==> config.mk <==
export PLATFORM = sky130hd
export DESIGN_NAME = pointer_motion_scroll_shaper
export DESIGN_NICKNAME = d
export VERILOG_FILES = /design/src/rtl/core/pmss_pkg.sv /design/src/rtl/core/pointer_motion_scroll_shaper.sv /design/src/rtl/core/pmss_scale.sv /design/src/rtl/core/pmss_scroll.sv
export SDC_FILE = /design/constraint.sdc
export NUM_CORES = 1
export LEC_CHECK = 0
export BUFFER_PORTS_ARGS = -buffer_cell sky130_fd_sc_hd__buf_2
export CORE_MARGIN = 2
export CORE_UTILIZATION = 50
export DETAILED_ROUTE_END_ITERATION = 10
export GPL_ROUTABILITY_DRIVEN = 0
export PLACE_DENSITY = 0.67
export SYNTH_ARGS = -nofsm -noshare
export SYNTH_HDL_FRONTEND = slang
export SYNTH_SLANG_ARGS = --single-unit
export TNS_END_PERCENT = 10
==> constraint.sdc <==
create_clock -name clk -period 30.3 [get_ports clk]
set_input_delay 6.06 -clock clk [delete_from_list [all_inputs] [get_ports clk]]
set_output_delay 6.06 -clock clk [all_outputs]
set_load 0.05 [all_outputs]
==> src/rtl/core/pmss_pkg.sv <==
// shared types, constants and register codes of the pointer motion and scroll shaper
`default_nettype none

package pmss_pkg;

  // field and register widths
  localparam int unsigned FIELD_W   = 8;
  localparam int unsigned GAIN_W    = 14;
  localparam int unsigned BUF_W     = 8;
  localparam int unsigned LOCK_W    = 2;
  localparam int unsigned ACC_W     = 10;
  localparam int unsigned CFG_IDX_W = 3;
  localparam int unsigned PROD_W    = FIELD_W + GAIN_W;

  // gain and clamp constants
  localparam int unsigned XY_LIMIT  = 127;
  localparam int unsigned HV_LIMIT  = 127;
  localparam int unsigned DRAG_GAIN = 10;
  localparam int unsigned GAIN_UNIT = 100;

  // a product at or above this saturates the quotient
  localparam int unsigned SAT_PRODUCT = (XY_LIMIT + 1) * GAIN_UNIT;
  // floor(m / 100) == (m * 5243) >> 19 for every m below SAT_PRODUCT
  localparam int unsigned DIV_RECIP   = 5243;
  localparam int unsigned DIV_SHIFT   = 19;
  localparam int unsigned DIV_IN_W    = 14;
  localparam int unsigned DIV_RECIP_W = 13;
  localparam int unsigned QUOT_W      = 7;

  // register indexes on the configuration port
  typedef enum logic [CFG_IDX_W-1:0] {
    REG_DEFAULT_MULT = 3'd0,
    REG_SNIPING_MULT = 3'd1,
    REG_SNIPING_ON   = 3'd2,
    REG_DRAG_ON      = 3'd3,
    REG_INVERTED     = 3'd4,
    REG_BUF_SIZE     = 3'd5,
    REG_LOCK_MODE    = 3'd6
  } reg_idx_t;

  // scroll lock codes
  localparam logic [LOCK_W-1:0] LOCK_BOTH  = 2'd0;
  localparam logic [LOCK_W-1:0] LOCK_HORIZ = 2'd1;
  localparam logic [LOCK_W-1:0] LOCK_VERT  = 2'd2;
  // unused code, masks both scroll axes
  localparam logic [LOCK_W-1:0] LOCK_NONE  = 2'd3;

  // register reset values
  localparam logic [GAIN_W-1:0] DEFAULT_MULT_RST = 14'd350;
  localparam logic [GAIN_W-1:0] SNIPING_MULT_RST = 14'd100;
  localparam logic [BUF_W-1:0]  BUF_SIZE_RST     = 8'd5;

  // configuration state seen by the datapath
  typedef struct packed {
    logic [GAIN_W-1:0] default_mult;
    logic [GAIN_W-1:0] sniping_mult;
    logic              sniping_on;
    logic              drag_on;
    logic              inverted;
    logic [BUF_W-1:0]  buf_size;
    logic [LOCK_W-1:0] lock_mode;
  } cfg_t;

  // payload after the gain multiply
  typedef struct packed {
    logic [PROD_W-1:0]  mag_x;
    logic [PROD_W-1:0]  mag_y;
    logic               neg_x;
    logic               neg_y;
    logic [FIELD_W-1:0] wheel_h;
    logic [FIELD_W-1:0] wheel_v;
  } prod_t;

endpackage

`default_nettype wire

==> src/rtl/core/pointer_motion_scroll_shaper.sv <==
// top level of the pointer motion and scroll shaper: ports, registers, pipeline control
//
//   channel   direction  beat contents (low bits first)
//   in_*      slave      move_x, move_y, wheel_h, wheel_v   (8 bit signed each)
//   out_*     master     out_x, out_y, out_h, out_v         (8 bit signed each)
//   cfg_*     write      register index and data, no read-back
//
// three register stages: input, gain product, result; a beat passes through them in that order
// one beat per cycle sustained while out_tready is high; each stage moves when the one after it is empty or moving
// the input register keeps accepting while a result waits, until all stages are full
// rst_n clears valids, scroll accumulators and configuration; payload is not reset
`default_nettype none

module pointer_motion_scroll_shaper
  import pmss_pkg::*;
(
  input  wire logic                   clk,
  input  wire logic                   rst_n,
  // input stream
  input  wire logic                   in_tvalid,
  output logic                        in_tready,
  input  wire logic [4*FIELD_W-1:0]   in_tdata,   // move_x, move_y, wheel_h, wheel_v
  // result stream
  output logic                        out_tvalid,
  input  wire logic                   out_tready,
  output logic [4*FIELD_W-1:0]        out_tdata,  // out_x, out_y, out_h, out_v
  // configuration writes
  input  wire logic                   cfg_we,
  input  wire logic [CFG_IDX_W-1:0]   cfg_index,
  input  wire logic [GAIN_W-1:0]      cfg_wdata
);

  cfg_t               cfg_r;
  logic               in_vld_r;
  logic               prod_vld_r;
  logic               out_vld_r;
  logic               rdy_in;
  logic               rdy_prod;
  logic               rdy_out;
  logic [FIELD_W-1:0] move_x_r;
  logic [FIELD_W-1:0] move_y_r;
  logic [FIELD_W-1:0] wheel_h_r;
  logic [FIELD_W-1:0] wheel_v_r;
  prod_t              prod_r;
  logic [FIELD_W-1:0] out_x_r;
  logic [FIELD_W-1:0] out_y_r;
  logic [FIELD_W-1:0] out_h_r;
  logic [FIELD_W-1:0] out_v_r;

  // configuration registers
  always_ff @(posedge clk) begin
    if (!rst_n) begin
      cfg_r.default_mult <= DEFAULT_MULT_RST;
      cfg_r.sniping_mult <= SNIPING_MULT_RST;
      cfg_r.sniping_on   <= 1'b0;
      cfg_r.drag_on      <= 1'b0;
      cfg_r.inverted     <= 1'b0;
      cfg_r.buf_size     <= BUF_SIZE_RST;
      cfg_r.lock_mode    <= LOCK_BOTH;
    end else if (cfg_we) begin
      unique case (reg_idx_t'(cfg_index))
        REG_DEFAULT_MULT: cfg_r.default_mult <= cfg_wdata;
        REG_SNIPING_MULT: cfg_r.sniping_mult <= cfg_wdata;
        REG_SNIPING_ON:   cfg_r.sniping_on   <= cfg_wdata[0];
        REG_DRAG_ON:      cfg_r.drag_on      <= cfg_wdata[0];
        REG_INVERTED:     cfg_r.inverted     <= cfg_wdata[0];
        REG_BUF_SIZE:     cfg_r.buf_size     <= cfg_wdata[BUF_W-1:0];
        REG_LOCK_MODE:    cfg_r.lock_mode    <= cfg_wdata[LOCK_W-1:0];
        default: ;
      endcase
    end
  end

  // per-stage ready: a stage may load when it is empty or the stage after it is loading
  assign rdy_out  = !out_vld_r || out_tready;
  assign rdy_prod = !prod_vld_r || rdy_out;
  assign rdy_in   = !in_vld_r || rdy_prod;

  assign in_tready  = rdy_in;
  assign out_tvalid = out_vld_r;
  assign out_tdata  = {out_v_r, out_h_r, out_y_r, out_x_r};

  // stage valids
  always_ff @(posedge clk) begin
    if (!rst_n) begin
      in_vld_r   <= 1'b0;
      prod_vld_r <= 1'b0;
      out_vld_r  <= 1'b0;
    end else begin
      if (rdy_in) begin
        in_vld_r <= in_tvalid;
      end
      if (rdy_prod) begin
        prod_vld_r <= in_vld_r;
      end
      if (rdy_out) begin
        out_vld_r <= prod_vld_r;
      end
    end
  end

  // input register
  always_ff @(posedge clk) begin
    if (rdy_in) begin
      move_x_r  <= in_tdata[0*FIELD_W +: FIELD_W];
      move_y_r  <= in_tdata[1*FIELD_W +: FIELD_W];
      wheel_h_r <= in_tdata[2*FIELD_W +: FIELD_W];
      wheel_v_r <= in_tdata[3*FIELD_W +: FIELD_W];
    end
  end

  // gain multiply stage
  pmss_scale u_scale (
    .clk     (clk),
    .load    (rdy_prod),
    .cfg     (cfg_r),
    .move_x  (move_x_r),
    .move_y  (move_y_r),
    .wheel_h (wheel_h_r),
    .wheel_v (wheel_v_r),
    .prod_r  (prod_r)
  );

  // scroll shaping and result stage
  pmss_scroll u_scroll (
    .clk     (clk),
    .rst_n   (rst_n),
    .load    (rdy_out),
    .update  (rdy_out && prod_vld_r),
    .cfg     (cfg_r),
    .prod    (prod_r),
    .out_x_r (out_x_r),
    .out_y_r (out_y_r),
    .out_h_r (out_h_r),
    .out_v_r (out_v_r)
  );

endmodule

`default_nettype wire

==> src/rtl/core/pmss_scale.sv <==
// gain selection and magnitude multiply stage for the two motion axes
`default_nettype none

module pmss_scale
  import pmss_pkg::*;
(
  input  wire logic               clk,
  input  wire logic               load,
  input  wire cfg_t               cfg,
  input  wire logic [FIELD_W-1:0] move_x,
  input  wire logic [FIELD_W-1:0] move_y,
  input  wire logic [FIELD_W-1:0] wheel_h,
  input  wire logic [FIELD_W-1:0] wheel_v,
  output prod_t                   prod_r
);

  logic [GAIN_W-1:0]  gain;
  logic [FIELD_W-1:0] abs_x;
  logic [FIELD_W-1:0] abs_y;
  prod_t              prod_nxt;

  // drag scroll overrides the sniping choice
  always_comb begin
    priority if (cfg.drag_on) begin
      gain = GAIN_W'(DRAG_GAIN);
    end else if (cfg.sniping_on) begin
      gain = cfg.sniping_mult;
    end else begin
      gain = cfg.default_mult;
    end
  end

  // magnitudes of the raw deltas, -128 maps to 128
  assign abs_x = move_x[FIELD_W-1] ? (~move_x + FIELD_W'(1)) : move_x;
  assign abs_y = move_y[FIELD_W-1] ? (~move_y + FIELD_W'(1)) : move_y;

  // unsigned products, sign carried alongside
  always_comb begin
    prod_nxt.mag_x   = PROD_W'(abs_x) * PROD_W'(gain);
    prod_nxt.mag_y   = PROD_W'(abs_y) * PROD_W'(gain);
    prod_nxt.neg_x   = move_x[FIELD_W-1];
    prod_nxt.neg_y   = move_y[FIELD_W-1];
    prod_nxt.wheel_h = wheel_h;
    prod_nxt.wheel_v = wheel_v;
  end

  always_ff @(posedge clk) begin
    if (load) begin
      prod_r <= prod_nxt;
    end
  end

endmodule

`default_nettype wire

==> src/rtl/core/pmss_scroll.sv <==
// divide, clamp, drag routing, scroll buffering, lock mask and result register
`default_nettype none

module pmss_scroll
  import pmss_pkg::*;
(
  input  wire logic               clk,
  input  wire logic               rst_n,
  input  wire logic               load,
  input  wire logic               update,
  input  wire cfg_t               cfg,
  input  wire prod_t              prod,
  output logic [FIELD_W-1:0]      out_x_r,
  output logic [FIELD_W-1:0]      out_y_r,
  output logic [FIELD_W-1:0]      out_h_r,
  output logic [FIELD_W-1:0]      out_v_r
);

  // truncated quotient by 100 with saturation at the limit
  function automatic logic [QUOT_W-1:0] div_sat(input logic [PROD_W-1:0] m);
    logic [DIV_IN_W+DIV_RECIP_W-1:0] scaled;
    scaled = (DIV_IN_W+DIV_RECIP_W)'(m[DIV_IN_W-1:0]) *
             (DIV_IN_W+DIV_RECIP_W)'(DIV_RECIP);
    if (m >= PROD_W'(SAT_PRODUCT)) begin
      div_sat = QUOT_W'(XY_LIMIT);
    end else begin
      div_sat = scaled[DIV_SHIFT +: QUOT_W];
    end
  endfunction

  // symmetric clamp of a 9 bit value to the scroll limit
  function automatic logic [FIELD_W-1:0] clamp_hv(input logic signed [FIELD_W:0] val);
    if (val > $signed((FIELD_W+1)'(HV_LIMIT))) begin
      clamp_hv = FIELD_W'(HV_LIMIT);
    end else if (val < -$signed((FIELD_W+1)'(HV_LIMIT))) begin
      clamp_hv = FIELD_W'(-$signed((FIELD_W+1)'(HV_LIMIT)));
    end else begin
      clamp_hv = val[FIELD_W-1:0];
    end
  endfunction

  logic signed [FIELD_W:0]   sx;
  logic signed [FIELD_W:0]   sy;
  logic signed [FIELD_W:0]   h_pre;
  logic signed [FIELD_W:0]   v_pre;
  logic signed [FIELD_W:0]   h_inv;
  logic signed [FIELD_W:0]   v_inv;
  logic [FIELD_W-1:0]        h_clamp;
  logic [FIELD_W-1:0]        v_clamp;
  logic signed [ACC_W-1:0]   acc_h_r;
  logic signed [ACC_W-1:0]   acc_v_r;
  logic signed [ACC_W-1:0]   acc_h_nxt;
  logic signed [ACC_W-1:0]   acc_v_nxt;
  logic signed [ACC_W-1:0]   sum_h;
  logic signed [ACC_W-1:0]   sum_v;
  logic [ACC_W-1:0]          abs_h;
  logic [ACC_W-1:0]          abs_v;
  logic                      over_h;
  logic                      over_v;
  logic                      buf_on;
  logic [FIELD_W-1:0]        h_buf;
  logic [FIELD_W-1:0]        v_buf;
  logic [FIELD_W-1:0]        out_x_nxt;
  logic [FIELD_W-1:0]        out_y_nxt;
  logic [FIELD_W-1:0]        out_h_nxt;
  logic [FIELD_W-1:0]        out_v_nxt;

  // signed scaled motion
  always_comb begin
    sx = $signed({2'b00, div_sat(prod.mag_x)});
    sy = $signed({2'b00, div_sat(prod.mag_y)});
    if (prod.neg_x) begin
      sx = -sx;
    end
    if (prod.neg_y) begin
      sy = -sy;
    end
  end

  // drag scroll routing, inversion and scroll clamp
  always_comb begin
    if (cfg.drag_on) begin
      h_pre     = sx;
      v_pre     = sy;
      out_x_nxt = '0;
      out_y_nxt = '0;
    end else begin
      h_pre     = $signed({prod.wheel_h[FIELD_W-1], prod.wheel_h});
      v_pre     = $signed({prod.wheel_v[FIELD_W-1], prod.wheel_v});
      out_x_nxt = sx[FIELD_W-1:0];
      out_y_nxt = sy[FIELD_W-1:0];
    end
    h_inv   = cfg.inverted ? -h_pre : h_pre;
    v_inv   = cfg.inverted ? -v_pre : v_pre;
    h_clamp = clamp_hv(h_inv);
    v_clamp = clamp_hv(v_inv);
  end

  // per-axis accumulation into single steps; a zero buf_size passes the clamped value through
  assign buf_on = (cfg.buf_size != '0);
  assign sum_h  = acc_h_r + $signed({{(ACC_W-FIELD_W){h_clamp[FIELD_W-1]}}, h_clamp});
  assign sum_v  = acc_v_r + $signed({{(ACC_W-FIELD_W){v_clamp[FIELD_W-1]}}, v_clamp});
  assign abs_h  = sum_h[ACC_W-1] ? ACC_W'(-sum_h) : ACC_W'(sum_h);
  assign abs_v  = sum_v[ACC_W-1] ? ACC_W'(-sum_v) : ACC_W'(sum_v);
  assign over_h = abs_h > ACC_W'(cfg.buf_size);
  assign over_v = abs_v > ACC_W'(cfg.buf_size);

  always_comb begin
    h_buf     = '0;
    v_buf     = '0;
    acc_h_nxt = acc_h_r;
    acc_v_nxt = acc_v_r;
    if (buf_on) begin
      acc_h_nxt = over_h ? '0 : sum_h;
      acc_v_nxt = over_v ? '0 : sum_v;
      if (over_h) begin
        h_buf = sum_h[ACC_W-1] ? '1 : FIELD_W'(1);
      end
      if (over_v) begin
        v_buf = sum_v[ACC_W-1] ? '1 : FIELD_W'(1);
      end
    end else begin
      h_buf = h_clamp;
      v_buf = v_clamp;
    end
  end

  // scroll lock masks the output only
  always_comb begin
    out_h_nxt = ((cfg.lock_mode == LOCK_BOTH) || (cfg.lock_mode == LOCK_HORIZ)) ? h_buf : '0;
    out_v_nxt = ((cfg.lock_mode == LOCK_BOTH) || (cfg.lock_mode == LOCK_VERT))  ? v_buf : '0;
  end

  // accumulators advance once per beat loaded into the result register
  always_ff @(posedge clk) begin
    if (!rst_n) begin
      acc_h_r <= '0;
      acc_v_r <= '0;
    end else if (update) begin
      acc_h_r <= acc_h_nxt;
      acc_v_r <= acc_v_nxt;
    end
  end

  // result register
  always_ff @(posedge clk) begin
    if (load) begin
      out_x_r <= out_x_nxt;
      out_y_r <= out_y_nxt;
      out_h_r <= out_h_nxt;
      out_v_r <= out_v_nxt;
    end
  end

endmodule

`default_nettype wire
# Yosys cells after proc, flatten, opt, wreduce, memory -nomap -nowiden
# Index checks and enable logic that the tools add are counted.
# word_totals
regBits,190
latchBits,0
ram_bits,0
romBits,0
input_bits,54
output_inout_bits,34
memories,0
# classes
addsub,10
multipliers,4
n_div,0
magnitude_cmp,8
n_eq_ne,8
n_shift,0
mux,26
n_bitwise,2
reduce_logical,20
# op_table
operator,count
$mux 8,12
$mux 9,6
$mul 14x13->26 const B,2
$ge 22x14->1 const B,2
$mul 8x14->22,2
$mux 10,4
$mux 14,2
$add 10x8->10,2
$gt 10x8->1,2
$neg 10->10,2
$gt 9x8->1 const B,2
$lt 9x8->1 const B,2
$neg 7->9,2
$neg 9->9,2
$add 8x1->8 const B,2
$not 8->8,2
$reduce_and 2->1,8
$mux 7,2
$eq 3x3->1 const B,3
$reduce_bool 8->1,1
$eq 3x2->1 const B,2
$logic_or 1x1->1,5
$eq 3x1->1 const B,1
$logic_not 1->1,3
other kinds (5),5

# Logic depth before layout (Yosys ltp)
# Gate-level depths: netlist of the first run.
# depth
depth_word,16
depth_mapped,57
depth_no_buf,57

# Hierarchy
# From an unflattened synthesis of the first run, not the netlist that was laid out.
# unflattened
cells_unflattened,2713
hier_area_um2,25121.6
# modules_own_cells
mod,n_inst,cells_each,area_per_inst_um2,seq_area_each_um2
pmss_scroll,1,1454,12838.6,1361.3
pmss_scale,1,1046,9515.4,1861.8
pointer_motion_scroll_shaper,1,213,2767.7,1841.8

# Worst setup path before layout of the first run
# Ideal clock, no wire load.
# synth_path
path_type,input to output
startpoint,input out_tready
endpoint,output in_tready
arrival_time_ns,7.431
required_time_ns,24.240
path_slack_ns,16.809
path_stages,2
path_buffers,0
path_cell_list,nor2b_1 -> nand3_1
# synth_between
elab_chain_cells,3
# synth_rtl
element,line,rtl
"start, declared",pointer_motion_scroll_shaper.sv:25,"input wire logic out_tready,"
$logic_or 1x1->1,pointer_motion_scroll_shaper.sv:75,assign rdy_out = !out_vld_r || out_tready;
$logic_or 1x1->1,pointer_motion_scroll_shaper.sv:76,assign rdy_prod = !prod_vld_r || rdy_out;
$logic_or 1x1->1,pointer_motion_scroll_shaper.sv:77,assign rdy_in = !in_vld_r || rdy_prod;
"end, declared",pointer_motion_scroll_shaper.sv:21,"output logic in_tready,"
# No other way between the ends.

# Final worst setup path of the first run
# Ends and elaborated chain as after synthesis.

==> results.yml, run 1 <==
clock_network:
  cts_sinks: 190
  root_buffer: "clkbuf_16"
  postCtsHoldBufs: 0
  worstSkewPairLatency_ns: 0.47
  post-cts-setup-buffer-count: 0
  cts_buffer_depth: 2
  clk_pin_slew_ns: 0.08
  cts_tree: "yes"
  cts.repair.resized: 0
  cts_max_level: 4
  numCtsBuffers: 17
drt:
  vias: 18364
  vias_per_cell: 5.614
  drt-total-wl_um: 55170
  dr.pass1.iters: 6
  dr.first_iter.drc_count: 1227
  drc: 0
  antenna_left: 0
  wire_per_inst_um: 16.87
run:
  cap_violations: 0
synthesis:
  seq_area_frac_synth_pct: 20.90
  netlist_instances: 2581
  yosysWarnings: 0
  ys.flop_type: "edfxtp_1"
  async_flop_share_pct: 0
  syn_nets: 3235
  synth_seq_cells: 190
  synth_edf_count: 126
  avgSynthCellArea_um2: 9.392
  synth_cell_types: 103
  syn_area_um2: 24240
worst_hold_path:
  hold_path_depth: 0
  worstHoldPathType: "flop to flop"
placement:
  port_buffers: 87
  hpwlAfterDp_um: 45060
sta:
  finalSetupViolations: 0
  timing.final.crit_share_pct: 45.96
  rsz0062_at_grt: "false"
  skew_ns: 0.01763
  fmax_ghz: 0.07180
  fin_setup_tns_ns: 0
  period_needed_ns: 13.93
  slew_viol_final: 0
  max-slew-margin-rel_pct: 28.49
  tightest_slew_ns: 1.069
  hold_viol: 0
critical_path:
  r2r_setup_slack_ns: 17.19
  critPathCaptureType: "output port"
  cp.arrival_ns: 7.87
  crit_fanout: 34
  ff2ff_path_depth: 50
  crit_type: "primary input to output port"
  critPathLaunchType: "primary input"
  crit_required_ns: 24.24
floorplanning:
  row_count: 80
  start_util_pct: 50.66
  die_y_um: 224.2
  die-width_um: 224.2
  core_area_um2: 47850
  io_pins: 88
  dieArea_um2: 50260
cells_and_area:
  post-route-util_pct: 54.39
  syn_to_final_growth_pct: 7.356
  fillers: 4292
  multi_input_area_um2: 17360
  drive_gt1_share_pct: 7.571
  nets: 3296
  seq_area_um2: 5066
grt:
  overflow: 0
  grtUsageTotal_pct: 22.83
  grt_max_degree: 63
  grt_pass1_vias: 18680
  grt_pass1_wl_um: 91890
  antenna_found_initial: 0
outcome:
  status: "completed"
==> worst max-delay path, cell delays in order <==
cell and delay (ns):
buf_2 0.09, nor2b_1 0.32, nand3_2 0.86, buf_2 0.53
==> synthesized netlist by cell type, types with 16 or more instances <==
| cell type | number | area [µm²] |
|---|---|---|
| fa_1 | 270 | 5405 |
| nor2b_1 | 33 | 206.5 |
| clkbuf_1 | 63 | 236.5 |
| ha_1 | 330 | 4129 |
| and3_1 | 19 | 118.9 |
| o211ai_1 | 16 | 120.1 |
| nand2b_1 | 39 | 244.0 |
| and2_1 | 29 | 181.4 |
| a21o_1 | 23 | 172.7 |
| a21oi_1 | 70 | 350.3 |
| nor2_1 | 206 | 773.2 |
| nor3_1 | 39 | 195.2 |
| xor2_1 | 27 | 236.5 |
| nand3_1 | 45 | 225.2 |
| inv_1 | 416 | 1562 |
| edfxtp_1 | 126 | 3784 |
| nand2_1 | 275 | 1032 |
| xnor2_1 | 71 | 621.9 |
| or3_1 | 18 | 112.6 |
| mux2i_1 | 29 | 290.3 |
| dfxtp_1 | 64 | 1281 |
| a21boi_0 | 37 | 277.8 |
| o21ai_0 | 64 | 320.3 |
| o21a_1 | 25 | 187.7 |
==> cell usage in the layout (no fill, tap or decap), types with 63 or more instances in the layout <==
master    netlist  layout
ha_1          330     330
fa_1          270     270
nor2_1        206     206
o21ai_0        64      64
xnor2_1        71      71
buf_2           3      87
dfxtp_1        64      63
nand2_1       275     274
a21oi_1        70      70
edfxtp_1      126     126
inv_1         416     416
==> through the flow <==
| stage | setup WS [ns] | instances | cell area [µm²] | hold WS, ns |
|---|---|---|---|---|
| after detailed placement | 16.32 | 3238 | 25390 | 0.4062 |
| after CTS | 16.32 | 3270 | 26020 | 0.4259 |
| final | 16.37 | 3271 | 26020 | 0.4250 |
| after global placement | 16.38 | 3238 | 25390 | 0.4047 |
| after floorplan | 16.81 | 2581 | 24240 | 0.4003 |
| after global routing | 16.19 | 3270 | 26020 | 0.4319 |
==> area by class of cell <==
cell class                      count  area share [%]
Multi-Input combinational cell   1902           66.69
Tap cell                          615           2.957
Inverter                          419           6.044
Antenna cell                        1        0.009616
Clock inverter                     15          0.7982
Clock buffer                       17           1.635
Timing Repair Buffer              112           2.394
Sequential cell                   190           19.47
==> sequential cells by signal (all words and copies together) (netlist names) <==
name and cells:
u_scroll.acc_v_r 10, u_scroll.out_x_r 8, move_y_r 8, u_scroll.out_h_r 8, move_x_r 8, u_scroll.out_y_r 8, cfg_r 41, out_tvalid 1
wheel_v_r 8, prod_vld_r 1, u_scale.prod_r 62, wheel_h_r 8, in_vld_r 1, u_scroll.acc_h_r 10, u_scroll.out_v_r 8
==> kinds of logic (layout without fill, tap and decap cells) <==
family / after synthesis / count (layout) / synth area share [%]
AO/OA/AOI/OAI: 392 / 392 / 11.92
XOR/XNOR: 102 / 102 / 3.913
adder cells (fa/ha/maj): 604 / 604 / 39.50
buffers and inverters: 489 / 563 / 7.588
flip-flops: 190 / 190 / 20.90
multiplexers: 30 / 30 / 1.244
other: 0 / 1 / 0
AND/OR/NAND/NOR: 774 / 774 / 14.93
==> metal layers <==
metal | global-route usage, % | vias to the layer above | wire length, µm
met2 | 37.94 | 456 | 26090
met5 | 0 | - | 0
met3 | 3.161 | 76 | 2706
met4 | 7.071 | 0 | 1272
met1 | 31.02 | 9087 | 25100
li1 | - | 8745 | -
==> path summary, 6_finish.rpt <==
check                               startpoint                                 to
setup / recovery                    out_tready                          in_tready
hold / removal          wheel_h_r[5]$_DFFE_PP_       u_scale.prod_r[13]$_DFFE_PP_
hold reg to reg         wheel_h_r[5]$_DFFE_PP_       u_scale.prod_r[13]$_DFFE_PP_
setup reg to reg  u_scale.prod_r[52]$_DFFE_PP_  u_scroll.out_h_r[2]$_SDFFCE_PN0N_
Power of run 1 is left out: the tool's default activity adds up to more than one toggle a clock period on the data nets, which glitch-free logic cannot reach.
==> run 2: changes to the inputs <==
--- a/config.mk
+++ b/config.mk
@@ -10,7 +10,7 @@
 export CORE_UTILIZATION = 50
 export DETAILED_ROUTE_END_ITERATION = 10
 export GPL_ROUTABILITY_DRIVEN = 0
-export PLACE_DENSITY = 0.67
+export PLACE_DENSITY = 0.69
 export SYNTH_ARGS = -nofsm -noshare
 export SYNTH_HDL_FRONTEND = slang
 export SYNTH_SLANG_ARGS = --single-unit
==> constraint.sdc (replaced) <==
create_clock -name clk -period 12 [get_ports clk]
set_input_delay 2.4 -clock clk [delete_from_list [all_inputs] [get_ports clk]]
set_output_delay 2.4 -clock clk [all_outputs]
set_load 0.05 [all_outputs]
==> results.yml, run 2 (synthesis gave the netlist of run 1 again) <==
cells_and_area:
  final_cell_mix: "411 x inv_1, 317 x ha_1, 270 x nand2_1"
  top_register: "u_scale.prod_r"
  drive_gt1_share_pct: 13.34
  layout_commonest_cell: "inv_1"
  reg_top3: "u_scale.prod_r (62), cfg_r (41)"
  syn_to_final_growth_pct: 12.04
  fin_area_um2: 27160
  largest_reg_flops: 62
  num_antenna_cells: 0
  nets: 3385
floorplanning:
  row_count: 80
  die-width_um: 224.2
  core_area_um2: 47850
  start_util_pct: 50.66
  die_y_um: 224.2
  io_pins: 88
  dieArea_um2: 50260
sta:
  holdWs_ns: 0.4345
  finalSetupViolations: 0
  period_needed_ns: 11.75
  timing.final.crit_share_pct: 97.90
  skew_ns: 0.02593
  rsz0062_at_grt: "true"
  slew_viol_final: 0
  hold_viol: 0
  tightest_slew_ns: 1.222
  max-slew-margin-rel_pct: 18.24
  fmax_ghz: 0.08512
grt:
  grt_max_degree: 63
  overflow: 0
  grt_pass1_wl_um: 95160
  grt_pass1_vias: 19259
  antenna_found_initial: 0
  grtUsageTotal_pct: 23.69
critical_path:
  crit_type: "flop to flop"
  path_depth: 55
  path_common_cell: "a21oi_2"
  critPathCaptureType: "flop"
  crit_slowest_cell: "fa_1"
  slowest_delay_ns: 0.53
  cp.arrival_ns: 11.96
  critPathLaunchType: "flop"
  ff2ff_path_depth: 55
  crit_fanout: 7
  crit_family: "compound AO/OA/AOI/OAI gates"
  critPathBufInv: 7
  crit_required_ns: 12.22
drt:
  wire_per_inst_um: 17.36
  antenna_left: 0
  vias: 18880
  drc: 0
  drt-total-wl_um: 58320
  dr.first_iter.drc_count: 1334
  dr.pass1.iters: 7
  vias_per_cell: 5.621
placement:
  dpl-instance-area_um2: 25600
  port_buffers: 87
  hpwlAfterDp_um: 46330
clock_network:
  postCtsHoldBufs: 0
  cts_max_level: 4
  root_buffer: "clkbuf_16"
  clk_pin_slew_ns: 0.09
  cts_sinks: 190
  cts_tree: "yes"
  worstSkewPairLatency_ns: 0.48
  numCtsBuffers: 17
  cts_buffer_depth: 2
outcome:
  status: "completed"
worst_hold_path:
  hold_path_depth: 0
  worstHoldPathType: "flop to flop"
run:
  cap_violations: 0
-- run 2: final cells by class --
class                   count  area, µm²
clock buffers              17      425.4
fillers                  4132      20690
inverters                 419       1573
flip-flops and latches    190       5066
repair buffers            201       1315
multi-input cells        1902      17820
clock inverters            15      185.2
well taps                 615      769.5
-- run 2: repair_timing --
item                       in CTS  in global routing
pin swaps                       6                 44
resized for setup              12                 88
setup endpoints to repair      35                 36
setup buffers                  16                 44
-- run 2: worst reg2reg max path, delay by kind of cell, from the launching register on --
kind | cells | cell delay (ns)
xor+xnor | 3 | 0.55
buf+inv | 7 | 0.76
compound gates | 23 | 4.29
fa+ha+maj | 9 | 3.33
mux | 1 | 0.14
flops | 1 | 0.51
simple gates | 12 | 1.95
-- run 2: worst paths after layout --
path                                     start                           endpoint  slack [ns]
setup reg to reg  u_scale.prod_r[48]$_DFFE_PP_  u_scroll.out_h_r[3]$_SDFFCE_PN0N_        0.25
hold reg to reg         wheel_h_r[1]$_DFFE_PP_        u_scale.prod_r[9]$_DFFE_PP_        0.43
setup / recovery  u_scale.prod_r[48]$_DFFE_PP_  u_scroll.out_h_r[3]$_SDFFCE_PN0N_        0.25
hold / removal          wheel_h_r[1]$_DFFE_PP_        u_scale.prod_r[9]$_DFFE_PP_        0.43
-- run 2: through the flow --
stage,setup TNS [ns],setup slack [ns],instances,utilization (%)
after floorplan,0,0.6441,2581,-
after global placement,-2.505,-0.3033,3267,53.51
after detailed placement,-6.758,-0.4564,3267,53.51
after CTS,-0.0008997,-0.0008997,3315,55.18
after global routing,-1.171,-0.1859,3359,56.76
final,0,0.2516,3359,56.76
-- run 2: metal layers --
metal	wire, µm	track usage [%]	vias to the layer above	share of wire (%)
li1	-	-	8925	-
met1	26100	32.74	9308	45
met2	27680	39.21	561	47
met3	3120	2.545	86	5.4
met4	1416	7.541	0	2.4
met5	0	0	-	0
Power of run 2 is left out for the same reason.
==> run 3: changes to the inputs <==
--- a/config.mk
+++ b/config.mk
@@ -10,7 +10,8 @@
 export CORE_UTILIZATION = 50
 export DETAILED_ROUTE_END_ITERATION = 10
 export GPL_ROUTABILITY_DRIVEN = 0
-export PLACE_DENSITY = 0.69
+export PLACE_DENSITY = 0.67
+export SETUP_SLACK_MARGIN = 0.15
 export SYNTH_ARGS = -nofsm -noshare
 export SYNTH_HDL_FRONTEND = slang
 export SYNTH_SLANG_ARGS = --single-unit
==> constraint.sdc (replaced) <==
create_clock -name clk -period 13 [get_ports clk]
set_input_delay 2.6 -clock clk [delete_from_list [all_inputs] [get_ports clk]]
set_output_delay 2.6 -clock clk [all_outputs]
set_load 0.05 [all_outputs]
==> results.yml, run 3 (synthesis gave the netlist of run 1 again) <==
outcome:
  status: "completed"
sta:
  rsz0062_at_grt: "true"
  hold_viol: 0
  tightest_slew_ns: 1.092
  fin_setup_tns_ns: 0
  period_needed_ns: 12.12
  timing.final.crit_share_pct: 93.21
  fmax_ghz: 0.08252
  skew_ns: 0.01894
  max-slew-margin-rel_pct: 26.94
  setup_ws_ns: 0.8824
  finalSetupViolations: 0
  slew_viol_final: 0
critical_path:
  slowest_delay_ns: 0.55
  crit_required_ns: 13.22
  crit_slowest_cell: "fa_1"
  critPathCaptureType: "flop"
  cp.arrival_ns: 12.33
  critPathBufInv: 3
  crit_fanout: 6
  crit_type: "flop to flop"
  critPathLaunchType: "flop"
  crit_family: "compound AO/OA/AOI/OAI gates"
cells_and_area:
  drive_gt1_share_pct: 10.02
  reg_top3: "u_scale.prod_r (62), cfg_r (41)"
  fin_area_um2: 26550
  layout_commonest_cell: "inv_1"
  top_register: "u_scale.prod_r"
  largest_reg_flops: 62
  syn_to_final_growth_pct: 9.534
  nets: 3346
  final_cell_mix: "416 x inv_1, 329 x ha_1, 274 x nand2_1"
  num_antenna_cells: 0
clock_network:
  clk_pin_slew_ns: 0.08
  root_buffer: "clkbuf_16"
  numCtsBuffers: 17
  worstSkewPairLatency_ns: 0.47
  cts_max_level: 4
  postCtsHoldBufs: 0
  cts_buffer_depth: 2
  cts_sinks: 190
  cts_tree: "yes"
floorplanning:
  start_util_pct: 50.66
  dieArea_um2: 50260
  die_y_um: 224.2
  row_count: 80
  core_area_um2: 47850
  io_pins: 88
  die-width_um: 224.2
placement:
  pre_cts_ws_ns: 0.1668
  dpl-instance-area_um2: 25400
  port_buffers: 87
  hpwlAfterDp_um: 46260
drt:
  vias: 18670
  dr.first_iter.drc_count: 1204
  drt-total-wl_um: 57220
  wire_per_inst_um: 17.23
  vias_per_cell: 5.623
  drc: 0
  antenna_left: 0
  dr.pass1.iters: 5
run:
  cap_violations: 0
grt:
  grt_pass1_wl_um: 93740
  antenna_found_initial: 0
  grt_max_degree: 63
  overflow: 0
  grtUsageTotal_pct: 23.35
  grt_pass1_vias: 19098
worst_hold_path:
  worstHoldPathType: "flop to flop"
-- run 3: path summary, 6_finish.rpt --
| path | startpoint | endpoint | slack, ns | cells past startpoint |
|---|---|---|---|---|
| max | u_scale.prod_r[28]$_DFFE_PP_ | u_scroll.out_v_r[0]$_SDFFCE_PN0N_ | 0.88 | 54 |
| min | wheel_h_r[2]$_DFFE_PP_ | u_scale.prod_r[10]$_DFFE_PP_ | 0.43 | 0 |
| min reg2reg | wheel_h_r[2]$_DFFE_PP_ | u_scale.prod_r[10]$_DFFE_PP_ | 0.43 | 0 |
| max reg2reg | u_scale.prod_r[28]$_DFFE_PP_ | u_scroll.out_v_r[0]$_SDFFCE_PN0N_ | 0.88 | 54 |
-- run 3: what timing repair did --
| item | 4_1_cts | 5_1_grt |
|---|---|---|
| endpoints found under the setup margin | 1 | 36 |
| gates resized for setup | 1 | 27 |
| pin swaps | 0 | 6 |
| buffers inserted | 0 | 49 |
-- run 3: metrics by stage --
stage / std cells / hold WS (ns) / util [%]
after global placement: 3239 / 0.4054 / 53.09
final: 3320 / 0.4345 / 55.49
after CTS: 3271 / 0.4326 / 54.38
after detailed placement: 3239 / 0.4135 / 53.09
after floorplan: 2581 / 0.4003 / -
after global routing: 3320 / 0.4426 / 55.49
-- run 3: per-layer routing --
metal / vias up / GRT usage (%) / share of wire [%]
met5: - / 0 / 0
met1: 9245 / 31.79 / 45
li1: 8845 / - / -
met4: 0 / 7.541 / 2.5
met2: 492 / 39.32 / 48
met3: 88 / 2.282 / 4.7
-- run 3: area by class of cell --
class	count	area, µm²
inverter	419	1573
clock buffer	17	425.4
multi-input combinational	1902	17530
timing repair buffer	162	998.5
sequential	190	5066
tap	615	769.5
clock inverter	15	190.2
fill	4238	21300
Power of run 3 is left out for the same reason.
